File: config.mk
export PLATFORM = sky130hd
export DESIGN_NAME = tcp_connection_state_tracker_unit
export DESIGN_NICKNAME = d
export VERILOG_FILES = /design/src/rtl/tcst_pkg.sv /design/src/rtl/tcp_connection_state_tracker_unit.sv /design/src/rtl/tcst_in_stage.sv /design/src/rtl/tcst_core.sv /design/src/rtl/tcst_out_stage.sv
export SDC_FILE = /design/constraint.sdc
export NUM_CORES = 1
export LEC_CHECK = 0
export ABC_CLOCK_PERIOD_IN_PS = 10600
export BUFFER_PORTS_ARGS = -buffer_cell sky130_fd_sc_hd__buf_2
export CORE_ASPECT_RATIO = 1.1
export CORE_MARGIN = 2
export CORE_UTILIZATION = 50
export DETAILED_ROUTE_END_ITERATION = 7
export GPL_TIMING_DRIVEN = 0
export PLACE_DENSITY = 0.81
export SYNTH_ARGS = -nofsm -noshare
export SYNTH_HDL_FRONTEND = slang
export SYNTH_HIERARCHICAL = 1
export SYNTH_SLANG_ARGS = --single-unit
File: constraint.sdc
create_clock -name aclk -period 10.6 [get_ports aclk]
set_clock_uncertainty 0.15 [all_clocks]
set_input_delay 2.12 -clock aclk [delete_from_list [all_inputs] [get_ports aclk]]
set_output_delay 2.12 -clock aclk [all_outputs]
set_load 0.05 [all_outputs]
File: src/rtl/tcst_pkg.sv
package tcst_pkg;

    localparam int unsigned SEQ_W   = 32;
    localparam int unsigned STATE_W = 4;
    localparam int unsigned SLACK_W = 16;

    localparam logic [SLACK_W-1:0] SLACK_RESET = 16'd1460;

    // Connection states
    localparam logic [STATE_W-1:0] ST_UNKNOWN      = 4'd0;
    localparam logic [STATE_W-1:0] ST_CLOSED       = 4'd1;
    localparam logic [STATE_W-1:0] ST_SYN_SENT     = 4'd2;
    localparam logic [STATE_W-1:0] ST_SYN_RECEIVED = 4'd3;
    localparam logic [STATE_W-1:0] ST_ESTABLISHED  = 4'd4;
    localparam logic [STATE_W-1:0] ST_FIN_WAIT1    = 4'd5;
    localparam logic [STATE_W-1:0] ST_FIN_WAIT2    = 4'd6;
    localparam logic [STATE_W-1:0] ST_CLOSE_WAIT   = 4'd7;
    localparam logic [STATE_W-1:0] ST_CLOSING      = 4'd8;
    localparam logic [STATE_W-1:0] ST_LAST_ACK     = 4'd9;
    localparam logic [STATE_W-1:0] ST_TIME_WAIT    = 4'd10;

    typedef struct packed {
        logic             syn_bit;
        logic             ack_bit;
        logic             fin_bit;
        logic             rst_bit;
        logic [SEQ_W-1:0] seq_number;
        logic [SEQ_W-1:0] ack_number;
        logic             from_initiator;
    } pkt_t;

    typedef struct packed {
        logic shutdown_done;
        logic reset_seen;
        logic fin_responder;
        logic fin_initiator;
        logic handshake_done;
        logic synack_rcvd;
        logic syn_opened;
    } flags_t;

    typedef struct packed {
        logic [STATE_W-1:0] conn_state;
        flags_t             flags;
        logic [SEQ_W-1:0]   retrans_count;
        logic [SEQ_W-1:0]   reorder_count;
        logic [SEQ_W-1:0]   initiator_last_ack;
        logic [SEQ_W-1:0]   responder_last_ack;
    } result_t;

    // Register stage handshake between two modules
    typedef struct packed {
        logic valid;
        logic ready;
    } hs_t;

endpackage

File: src/rtl/tcp_connection_state_tracker_unit.sv
// TCP connection state tracker: follows one connection from packet headers
// (SYN/ACK/FIN/RST, sequence and ack numbers, direction) and returns one result
// per packet with the connection state after that packet, the latched status
// flags, saturating retransmit/reorder counts and the last ack per side. It
// takes one packet per clock while m_ready does not hold it back; a packet is
// held in the input register and its result is captured in the result register,
// which drives the m_ ports. The update of the connection state is a single
// pass of compare-and-select logic between the two registers.
// s_ready only drops when both registers hold items and m_ready is low.
// segment_slack (reset 1460) is written through cfg_we/cfg_wdata and should
// only be changed while no packet is in flight.
module tcp_connection_state_tracker_unit
    import tcst_pkg::*;
(
    input  logic               aclk,
    input  logic               aresetn,

    // Configuration: segment_slack
    input  logic               cfg_we,
    input  logic [SLACK_W-1:0] cfg_wdata,

    // Packet input
    input  logic               s_valid,
    output logic               s_ready,
    input  logic               s_syn_bit,
    input  logic               s_ack_bit,
    input  logic               s_fin_bit,
    input  logic               s_rst_bit,
    input  logic [SEQ_W-1:0]   s_seq_number,
    input  logic [SEQ_W-1:0]   s_ack_number,
    input  logic               s_from_initiator,

    // Result output
    output logic               m_valid,
    input  logic               m_ready,
    output logic [STATE_W-1:0] m_conn_state,
    output logic               m_syn_seen,
    output logic               m_syn_ack_seen,
    output logic               m_handshake_done,
    output logic               m_fin_initiator,
    output logic               m_fin_responder,
    output logic               m_reset_seen,
    output logic               m_shutdown_done,
    output logic [SEQ_W-1:0]   m_retrans_count,
    output logic [SEQ_W-1:0]   m_reorder_count,
    output logic [SEQ_W-1:0]   m_initiator_last_ack,
    output logic [SEQ_W-1:0]   m_responder_last_ack
);

    pkt_t    s_pkt;
    pkt_t    cur_pkt;
    hs_t     core_hs;
    logic    res_ready;
    result_t core_result;
    result_t m_result;

    assign s_pkt.syn_bit        = s_syn_bit;
    assign s_pkt.ack_bit        = s_ack_bit;
    assign s_pkt.fin_bit        = s_fin_bit;
    assign s_pkt.rst_bit        = s_rst_bit;
    assign s_pkt.seq_number     = s_seq_number;
    assign s_pkt.ack_number     = s_ack_number;
    assign s_pkt.from_initiator = s_from_initiator;

    // Input register: holds the packet being processed this cycle
    tcst_in_stage u_in_stage (
        .aclk      (aclk),
        .aresetn   (aresetn),
        .in_valid  (s_valid),
        .in_ready  (s_ready),
        .in_pkt    (s_pkt),
        .out_hs_o  (core_hs),
        .out_ready (res_ready),
        .out_pkt   (cur_pkt)
    );

    // Connection state and counters; commit when the packet moves on to the
    // result register, so state and result always advance together
    tcst_core u_core (
        .aclk      (aclk),
        .aresetn   (aresetn),
        .cfg_we    (cfg_we),
        .cfg_wdata (cfg_wdata),
        .hs        (core_hs),
        .pkt       (cur_pkt),
        .result    (core_result)
    );

    // Result register: decouples the consumer's back-pressure
    tcst_out_stage u_out_stage (
        .aclk       (aclk),
        .aresetn    (aresetn),
        .in_valid   (core_hs.valid),
        .in_ready   (res_ready),
        .in_result  (core_result),
        .out_valid  (m_valid),
        .out_ready  (m_ready),
        .out_result (m_result)
    );

    assign m_conn_state         = m_result.conn_state;
    assign m_syn_seen           = m_result.flags.syn_opened;
    assign m_syn_ack_seen       = m_result.flags.synack_rcvd;
    assign m_handshake_done     = m_result.flags.handshake_done;
    assign m_fin_initiator      = m_result.flags.fin_initiator;
    assign m_fin_responder      = m_result.flags.fin_responder;
    assign m_reset_seen         = m_result.flags.reset_seen;
    assign m_shutdown_done      = m_result.flags.shutdown_done;
    assign m_retrans_count      = m_result.retrans_count;
    assign m_reorder_count      = m_result.reorder_count;
    assign m_initiator_last_ack = m_result.initiator_last_ack;
    assign m_responder_last_ack = m_result.responder_last_ack;

endmodule

File: src/rtl/tcst_in_stage.sv
module tcst_in_stage
    import tcst_pkg::*;
(
    input  logic aclk,
    input  logic aresetn,
    input  logic in_valid,
    output logic in_ready,
    input  pkt_t in_pkt,
    output hs_t  out_hs_o,
    input  logic out_ready,
    output pkt_t out_pkt
);

    logic valid_reg;
    logic valid_next;
    pkt_t pkt_reg;

    // Stage empties or moves on in the same cycle: full rate while the next stage is ready.
    assign in_ready   = !valid_reg || out_ready;
    assign valid_next = in_ready ? in_valid : valid_reg;

    always_ff @(posedge aclk) begin
        if (!aresetn) begin
            valid_reg <= 1'b0;
        end else begin
            valid_reg <= valid_next;
        end
    end

    always_ff @(posedge aclk) begin
        if (in_valid && in_ready) begin
            pkt_reg <= in_pkt;
        end
    end

    assign out_hs_o.valid = valid_reg;
    assign out_hs_o.ready = out_ready;
    assign out_pkt        = pkt_reg;

endmodule

File: src/rtl/tcst_core.sv
module tcst_core
    import tcst_pkg::*;
(
    input  logic               aclk,
    input  logic               aresetn,
    input  logic               cfg_we,
    input  logic [SLACK_W-1:0] cfg_wdata,
    input  hs_t                hs,
    input  pkt_t               pkt,
    output result_t            result
);

    logic               fire;
    logic [SLACK_W-1:0] slack_reg;
    logic [STATE_W-1:0] state_reg, state_next;
    flags_t             flags_reg, flags_next;
    logic [SEQ_W-1:0]   i_seq_reg, i_seq_next;
    logic [SEQ_W-1:0]   r_seq_reg, r_seq_next;
    logic [SEQ_W-1:0]   i_ack_reg, i_ack_next;
    logic [SEQ_W-1:0]   r_ack_reg, r_ack_next;
    logic [SEQ_W-1:0]   retrans_reg, retrans_next;
    logic [SEQ_W-1:0]   reorder_reg, reorder_next;

    logic [SEQ_W-1:0]   seq_store;
    logic [SEQ_W:0]     seq_limit;
    logic               seq_check;
    logic               is_retrans;
    logic               is_reorder;

    assign fire = hs.valid && hs.ready;

    // Sequence check against the sender's side; limit kept one bit wider
    assign seq_store  = pkt.from_initiator ? i_seq_reg : r_seq_reg;
    assign seq_limit  = {1'b0, seq_store} + {{(SEQ_W + 1 - SLACK_W){1'b0}}, slack_reg};
    assign seq_check  = !pkt.rst_bit && !pkt.syn_bit && !pkt.fin_bit && (seq_store != '0);
    assign is_retrans = seq_check && (pkt.seq_number < seq_store);
    assign is_reorder = seq_check && !is_retrans && ({1'b0, pkt.seq_number} > seq_limit);

    always_comb begin
        state_next   = state_reg;
        flags_next   = flags_reg;
        i_seq_next   = i_seq_reg;
        r_seq_next   = r_seq_reg;
        i_ack_next   = i_ack_reg;
        r_ack_next   = r_ack_reg;
        retrans_next = retrans_reg;
        reorder_next = reorder_reg;

        if (pkt.rst_bit) begin
            flags_next.reset_seen    = 1'b1;
            flags_next.shutdown_done = 1'b1;
            state_next               = ST_CLOSED;
        end else if (pkt.syn_bit && !pkt.ack_bit) begin
            if (state_reg == ST_UNKNOWN || state_reg == ST_CLOSED) begin
                flags_next.syn_opened = 1'b1;
                state_next            = ST_SYN_SENT;
            end
            if (pkt.from_initiator) begin
                i_seq_next = pkt.seq_number;
            end
        end else if (pkt.syn_bit) begin
            if (state_reg == ST_SYN_SENT) begin
                flags_next.synack_rcvd = 1'b1;
                state_next             = ST_SYN_RECEIVED;
            end
            if (!pkt.from_initiator) begin
                r_seq_next = pkt.seq_number;
                r_ack_next = pkt.ack_number;
            end
        end else if (pkt.fin_bit) begin
            if (pkt.from_initiator) begin
                flags_next.fin_initiator = 1'b1;
            end else begin
                flags_next.fin_responder = 1'b1;
            end
            case (state_reg)
                ST_ESTABLISHED: begin
                    state_next = pkt.from_initiator ? ST_FIN_WAIT1 : ST_CLOSE_WAIT;
                end
                default: begin
                    if (state_reg == ST_FIN_WAIT2 && !pkt.from_initiator) begin
                        state_next = ST_TIME_WAIT;
                    end else if (state_reg == ST_CLOSE_WAIT && !pkt.from_initiator) begin
                        state_next = ST_LAST_ACK;
                    end else if (state_reg == ST_FIN_WAIT1 && !pkt.from_initiator) begin
                        state_next = ST_CLOSING;
                    end else if (flags_next.fin_initiator && flags_next.fin_responder) begin
                        flags_next.shutdown_done = 1'b1;
                    end
                end
            endcase
        end else begin
            if (pkt.ack_bit) begin
                case (state_reg)
                    ST_SYN_RECEIVED: begin
                        if (pkt.from_initiator) begin
                            flags_next.handshake_done = 1'b1;
                            state_next                = ST_ESTABLISHED;
                        end
                    end
                    ST_FIN_WAIT1: state_next = ST_FIN_WAIT2;
                    ST_CLOSING:   state_next = ST_TIME_WAIT;
                    ST_LAST_ACK: begin
                        state_next               = ST_CLOSED;
                        flags_next.shutdown_done = 1'b1;
                    end
                    default: ;
                endcase
                if (pkt.from_initiator) begin
                    i_ack_next = pkt.ack_number;
                end else begin
                    r_ack_next = pkt.ack_number;
                end
            end
            if (seq_check) begin
                if (pkt.from_initiator) begin
                    i_seq_next = pkt.seq_number;
                end else begin
                    r_seq_next = pkt.seq_number;
                end
            end
            if (is_retrans && retrans_reg != '1) begin
                retrans_next = retrans_reg + 1'b1;
            end
            if (is_reorder && reorder_reg != '1) begin
                reorder_next = reorder_reg + 1'b1;
            end
        end
    end

    always_ff @(posedge aclk) begin
        if (!aresetn) begin
            slack_reg   <= SLACK_RESET;
            state_reg   <= ST_UNKNOWN;
            flags_reg   <= '0;
            i_seq_reg   <= '0;
            r_seq_reg   <= '0;
            i_ack_reg   <= '0;
            r_ack_reg   <= '0;
            retrans_reg <= '0;
            reorder_reg <= '0;
        end else begin
            if (cfg_we) begin
                slack_reg <= cfg_wdata;
            end
            if (fire) begin
                state_reg   <= state_next;
                flags_reg   <= flags_next;
                i_seq_reg   <= i_seq_next;
                r_seq_reg   <= r_seq_next;
                i_ack_reg   <= i_ack_next;
                r_ack_reg   <= r_ack_next;
                retrans_reg <= retrans_next;
                reorder_reg <= reorder_next;
            end
        end
    end

    assign result.conn_state         = state_next;
    assign result.flags              = flags_next;
    assign result.retrans_count      = retrans_next;
    assign result.reorder_count      = reorder_next;
    assign result.initiator_last_ack = i_ack_next;
    assign result.responder_last_ack = r_ack_next;

endmodule

File: src/rtl/tcst_out_stage.sv
module tcst_out_stage
    import tcst_pkg::*;
(
    input  logic    aclk,
    input  logic    aresetn,
    input  logic    in_valid,
    output logic    in_ready,
    input  result_t in_result,
    output logic    out_valid,
    input  logic    out_ready,
    output result_t out_result
);

    logic    valid_reg;
    logic    valid_next;
    result_t result_reg;

    assign in_ready   = !valid_reg || out_ready;
    assign valid_next = in_ready ? in_valid : valid_reg;

    always_ff @(posedge aclk) begin
        if (!aresetn) begin
            valid_reg <= 1'b0;
        end else begin
            valid_reg <= valid_next;
        end
    end

    always_ff @(posedge aclk) begin
        if (in_valid && in_ready) begin
            result_reg <= in_result;
        end
    end

    assign out_valid  = valid_reg;
    assign out_result = result_reg;

endmodule

[Word-level counts from Yosys, hierarchy flattened]
Cells that the tools add are included.
Word-level totals
  bits in latches: 0
  memories: 0
  RAM bits: 0
  output and inout bits: 141
  input bits: 90
  register bits after elaboration: 429
  word-level logic and storage cells: 169
  bits in read-only memories: 0
Cells by class
  magnitude comparators: 2
  equality and inequality tests: 14
  bitwise logic cells: 2
  shifts and indexed selects: 0
  add/sub/neg operators: 3
  mux-type cells: 80
  $mul: 0
  reduce and logical (&&, ||, !) cells: 32
  div/mod/pow operators: 0
Operators with widths (count)
  32-bit two-way mux: 32
  32-bit by 1-bit adder with 32-bit output, second input constant: 2
  32-bit != test, second input constant: 2
  4-bit two-way mux: 13
  32-bit by 16-bit adder with 33-bit output: 1
  32-bit by 33-bit > comparator with 1-bit output: 1
  32-bit less-than comparator: 1
  32-bit nonzero test: 1
  1-bit two-way mux: 30
  4-bit by 3-bit == test with 1-bit output, second input constant: 4
  4-bit one-hot mux with 4 select lines: 1
  1-bit logical AND: 15
  5-bit AND reduction: 2
  4-bit by 2-bit == test with 1-bit output, second input constant: 2
  4-bit == test, second input constant: 2
  1-bit logical NOT: 8
  2-bit by 1-bit != test with 1-bit output, second input constant: 3
  5-bit two-way mux: 1
  4-bit by 1-bit == test with 1-bit output, second input constant: 1
  4-bit logical NOT: 1
  2-bit two-way mux: 2
  2-bit nonzero test: 2
  1-bit logical OR: 3
  3-bit two-way mux: 1
  1-bit inverter: 2

[Longest topological paths before layout]
  depth after elaboration: 15
  depth in mapped cells: 28

[By module]
The synthesis kept the hierarchy.
Modules (own cells, without submodules)
  tcst_core: area an instance 14132.3 um^2, instances 1, cells an instance 1648
  tcst_out_stage: area an instance 4231.6 um^2, instances 1, cells an instance 144
  tcst_in_stage: area an instance 2144.6 um^2, instances 1, cells an instance 76

[Least setup slack after synthesis]
Ideal clock, no wire load.
  path type: reg2reg
  from: register u_in_stage.pkt_reg (netlist bit u_in_stage/out_pkt[0])
  to: register u_out_stage.result_reg (netlist bit u_out_stage/out_result[71]), data pin
  setup time: 262 ps
  setup slack: 3971 ps
  data arrival time: 6217 ps
  cell stages (with the launch flop): 29
  cells stage by stage: edfxtp_1 > buf_2 > buf_6 > buf_2 > clkbuf_1 > clkbuf_1 > buf_2 > mux2i_1 > inv_1 > ha_1 > a211o_1 > o211ai_1 > a21oi_1 > o311a_1 > o21ai_0 > or2_2 > nor2_1 > xor2_1 > ha_1 > nand3_1 > nor2_1 > a2111oi_0 > nor2_1 > or4_1 > nand4_2 > buf_4 > buf_2 > nor2_1 > xor2_1
RTL lines
  start: declaration: RTL line tcst_in_stage.sv:16  | pkt_t pkt_reg;
  start signal: assignment: RTL line tcst_in_stage.sv:32  | pkt_reg <= in_pkt;
  end signal: assignment: RTL line tcst_out_stage.sv:31  | result_reg <= in_result;
  end: declaration: RTL line tcst_out_stage.sv:16  | result_t result_reg;

==> metrics.md <==
| Metric | Value |
|---|---|
| Vias per cell | 5.71 |
| Via count | approximately 15000 |
| Max Cap Viol | 0 |
| I/O Pins | around 230 |
| Antenna violations before repair | 6 |
| Sequential Power Share | 0.499 |
| Clock tree sinks | 429 |
| Effective utilization at floorplan | 0.508 |
| Most frequent CP cell | buf_2 |
| Top_reg_cell synth | dfxtp_1 |
| CP required | 10.77 ns |
| Setup TNS | 0 ns |
| Die ar. | roughly 0.043 mm2 |
| Metal-1 WL | between 20000 and 25000 um |
| CP max stage delay | ~0.74 ns |
| Site row count | 77 |
| Later-pin clock latency in the skew report | 0.57 ns |
| Post-synth cell types | 74 |
| Setup crit start kind | flip-flop |
| RD Place Congestion | between 0.9 and 1 |
| Die Wd | between 150 and 200 um |
| Setup bufs post-CTS | 0 |
| Fin crit share | 0.824 |
| Min-Delay Path Class | reg -> reg |
| Largest net degree at the start of global routing | 72 |
| Worst slew margin | 0.265 |
| Share of layout cells above drive strength 1 | 0.185 |
| Mapped Cells | 1868 |
| Routed WL | 51700 um |
| Sw power | around 930 uW |
| First-pass GRT wire length | ~81000 um |
| Root Buffer | clkbuf_16 |
| 1st-iter DRT viols | 1112 |
| Met2 routed WL | about 25000 um |
| Yosys top cell area share | 0.305 |
| Final hold viol count | 0 |
| Routed length on met3 | around 2900 um |
| Combinational Power Share | 0.102 |
| Max FFs per register | roughly 140 |
| CTS max path bufs | 3 |
| Crit end category | flip-flop |
| Syn_nets | between 2000 and 2500 |
| Yosys warning total | 6 |
| Power Density | around 160 mW/mm2 |
| Largest area contributor in the netlist | edfxtp_1 |
| Final setup fails | 0 |
| Number of flops mapped to enable cells by yosys | around 210 |
| Hold_ws | 0.334 ns |
| Final ANT Viol Nets | 0 |
| Clk pwr share | 0.399 |
| Max FO, Critical Path | 10 |
| Cts bufs inserted | 43 |
| Int Power | approximately 2.8 mW |
| Asr flop ratio synth | 0 |
| Crit path time final | just under 9 ns |
| Sequential-to-total area share from yosys stat | 0.520 |
| Area growth, synth to finish | 15.6% |
| DRC viols | 0 |
| CP delay by family, top | buffers and inverters |
| Global route total overflow | 0 |
| Slew @ Worst Pin | about 1.1 ns |
| Switching Share | 0.251 |
| IR Drop Worst-Case VDD | 0.124 mV |
| Leak | a little under 10 nW |
| CTS resizes | 0 |
| Post-synth top cells | dfxtp_1 (221), edfxtp_1 (208), nor2_1 (205), mux2i_1 (134), nand2_1 (117) |
| Outcome | finished clean |
| # H-tree levels | 2 |
| DR pass1 iterations | 5 |
| Vias in the first global route | around 15000 |
| DR top layer | met4 |
| RSZ-0062 raised after global routing | no |
| Core Region | 0.0404 mm2 |
| Fmax | between 100 and 150 MHz |
| CTS tree | done |
| WL/cell | 19.2 um |
| Fin. max-slew vios | 0 |
| Data arrival, critical path | slightly below 9 ns |
| Slowest CP cell | o21ai_0 |
| Hold buffer count at cts | 0 |
| Port bufs | ~230 |
| Synth Cell Area | between 0.02 and 0.025 mm2 |
| Yosys reg bits | 429 |
| Die height | around 220 um |
| Gr usage total | 0.241 |
| Nets | around 2300 |
| Kind of critical path | reg -> reg |
| Synth top area cells | edfxtp_1 (30%), dfxtp_1 (22%), mux2i_1 (6.5%), ha_1 (4.9%), nor2_1 (3.8%) |
| Count leader, synth | dfxtp_1 |
| Syn avg cell area | around 11 um2 |
| WP buf/inv | 9 |
| DP HPWL | between 30000 and 40000 um |
| CTS clk-pin slew, worst paths | around 0.060 ns |
[path summary, 6_finish.rpt]
check	cells past startpoint	slack (ns)	to	start
worst min register to register	2	0.33	u_core/flags_reg[5]$_SDFFE_PN0P_	u_core/flags_reg[5]$_SDFFE_PN0P_
worst max register to register	28	1.87	u_out_stage/out_result[81]$_DFFE_PP_	u_in_stage/out_pkt[0]$_DFFE_PP_
worst min-delay path	2	0.33	u_core/flags_reg[5]$_SDFFE_PN0P_	u_core/flags_reg[5]$_SDFFE_PN0P_
worst max-delay path	28	1.87	u_out_stage/out_result[81]$_DFFE_PP_	u_in_stage/out_pkt[0]$_DFFE_PP_
[tightest hold or removal path: stages (launching register included)]
cell	delay [ns]
dfxtp_1	0.32
a21oi_1	0.04
nor2b_1	0.09
[through the flow]
stage	setup WS (ns)	instances	utilization	cell area (um2)	total power [mW]
CTS	1.95	2691	0.587	23700	3.75
global placement	2.12	2610	0.552	22300	2.25
floorplan	3.97	1868	-	20500	2.15
finish	1.87	2697	0.587	23700	3.72
global route	1.38	2697	0.587	23700	3.85
detailed placement	2.00	2611	0.553	22300	2.27
[cells in the final DEF (no fill, tap or decap), types with 32 or more instances in the layout]
cell,n
buf_2,245
clkbuf_16,45
nand2_1,117
ha_1,81
dfxtp_1,221
xor2_1,53
nor3b_1,67
nand3_1,48
nor2b_1,82
nand4_1,36
a21oi_1,38
nand2b_1,32
edfxtp_1,208
clkbuf_1,87
xnor2_1,48
mux2_2,65
nor2_1,205
mux2i_1,134
[per-layer routing]
metal	track usage	up-vias
met1	0.309	7394
met3	0.0352	125
li1	-	7300
met5	0	-
met4	0.109	0
met2	0.405	580
[cell families (layout without fill, tap and decap cells)]
family | count (synthesis) | count (layout) | synth area share
other cells | 0 | 6 | 0
flops | 429 | 429 | 0.520
mux | 199 | 199 | 0.101
simple gates | 736 | 736 | 0.194
xor+xnor | 101 | 101 | 0.0431
compound gates | 194 | 194 | 0.0659
buf+inv | 127 | 437 | 0.0257
fa+ha+maj | 82 | 82 | 0.0504
[power by group through the flow]
stage               clock (mW)  combinational [mW]  sequential [mW]
detailed placement           0               0.379             1.89
global placement             0               0.367             1.89
CTS                       1.52               0.381             1.85
floorplan                    0               0.173             1.97
finish                    1.48               0.381             1.85
global route              1.58               0.410             1.86
[final cells by class]
| type | instances | area [um2] |
|---|---|---|
| clock buffers | 64 | 1220 |
| inverters | 28 | 105 |
| clock inverters | 16 | 149 |
| well taps | 513 | 642 |
| repair buffers | 230 | 1170 |
| multi-input cells | 1312 | 9310 |
| fillers | 3293 | 16700 |
| flip-flops and latches | 429 | 10700 |
| plain buffers | 99 | 422 |
| diodes | 6 | 15.0 |
No activity file was read; power rests on OpenSTA's default activity.
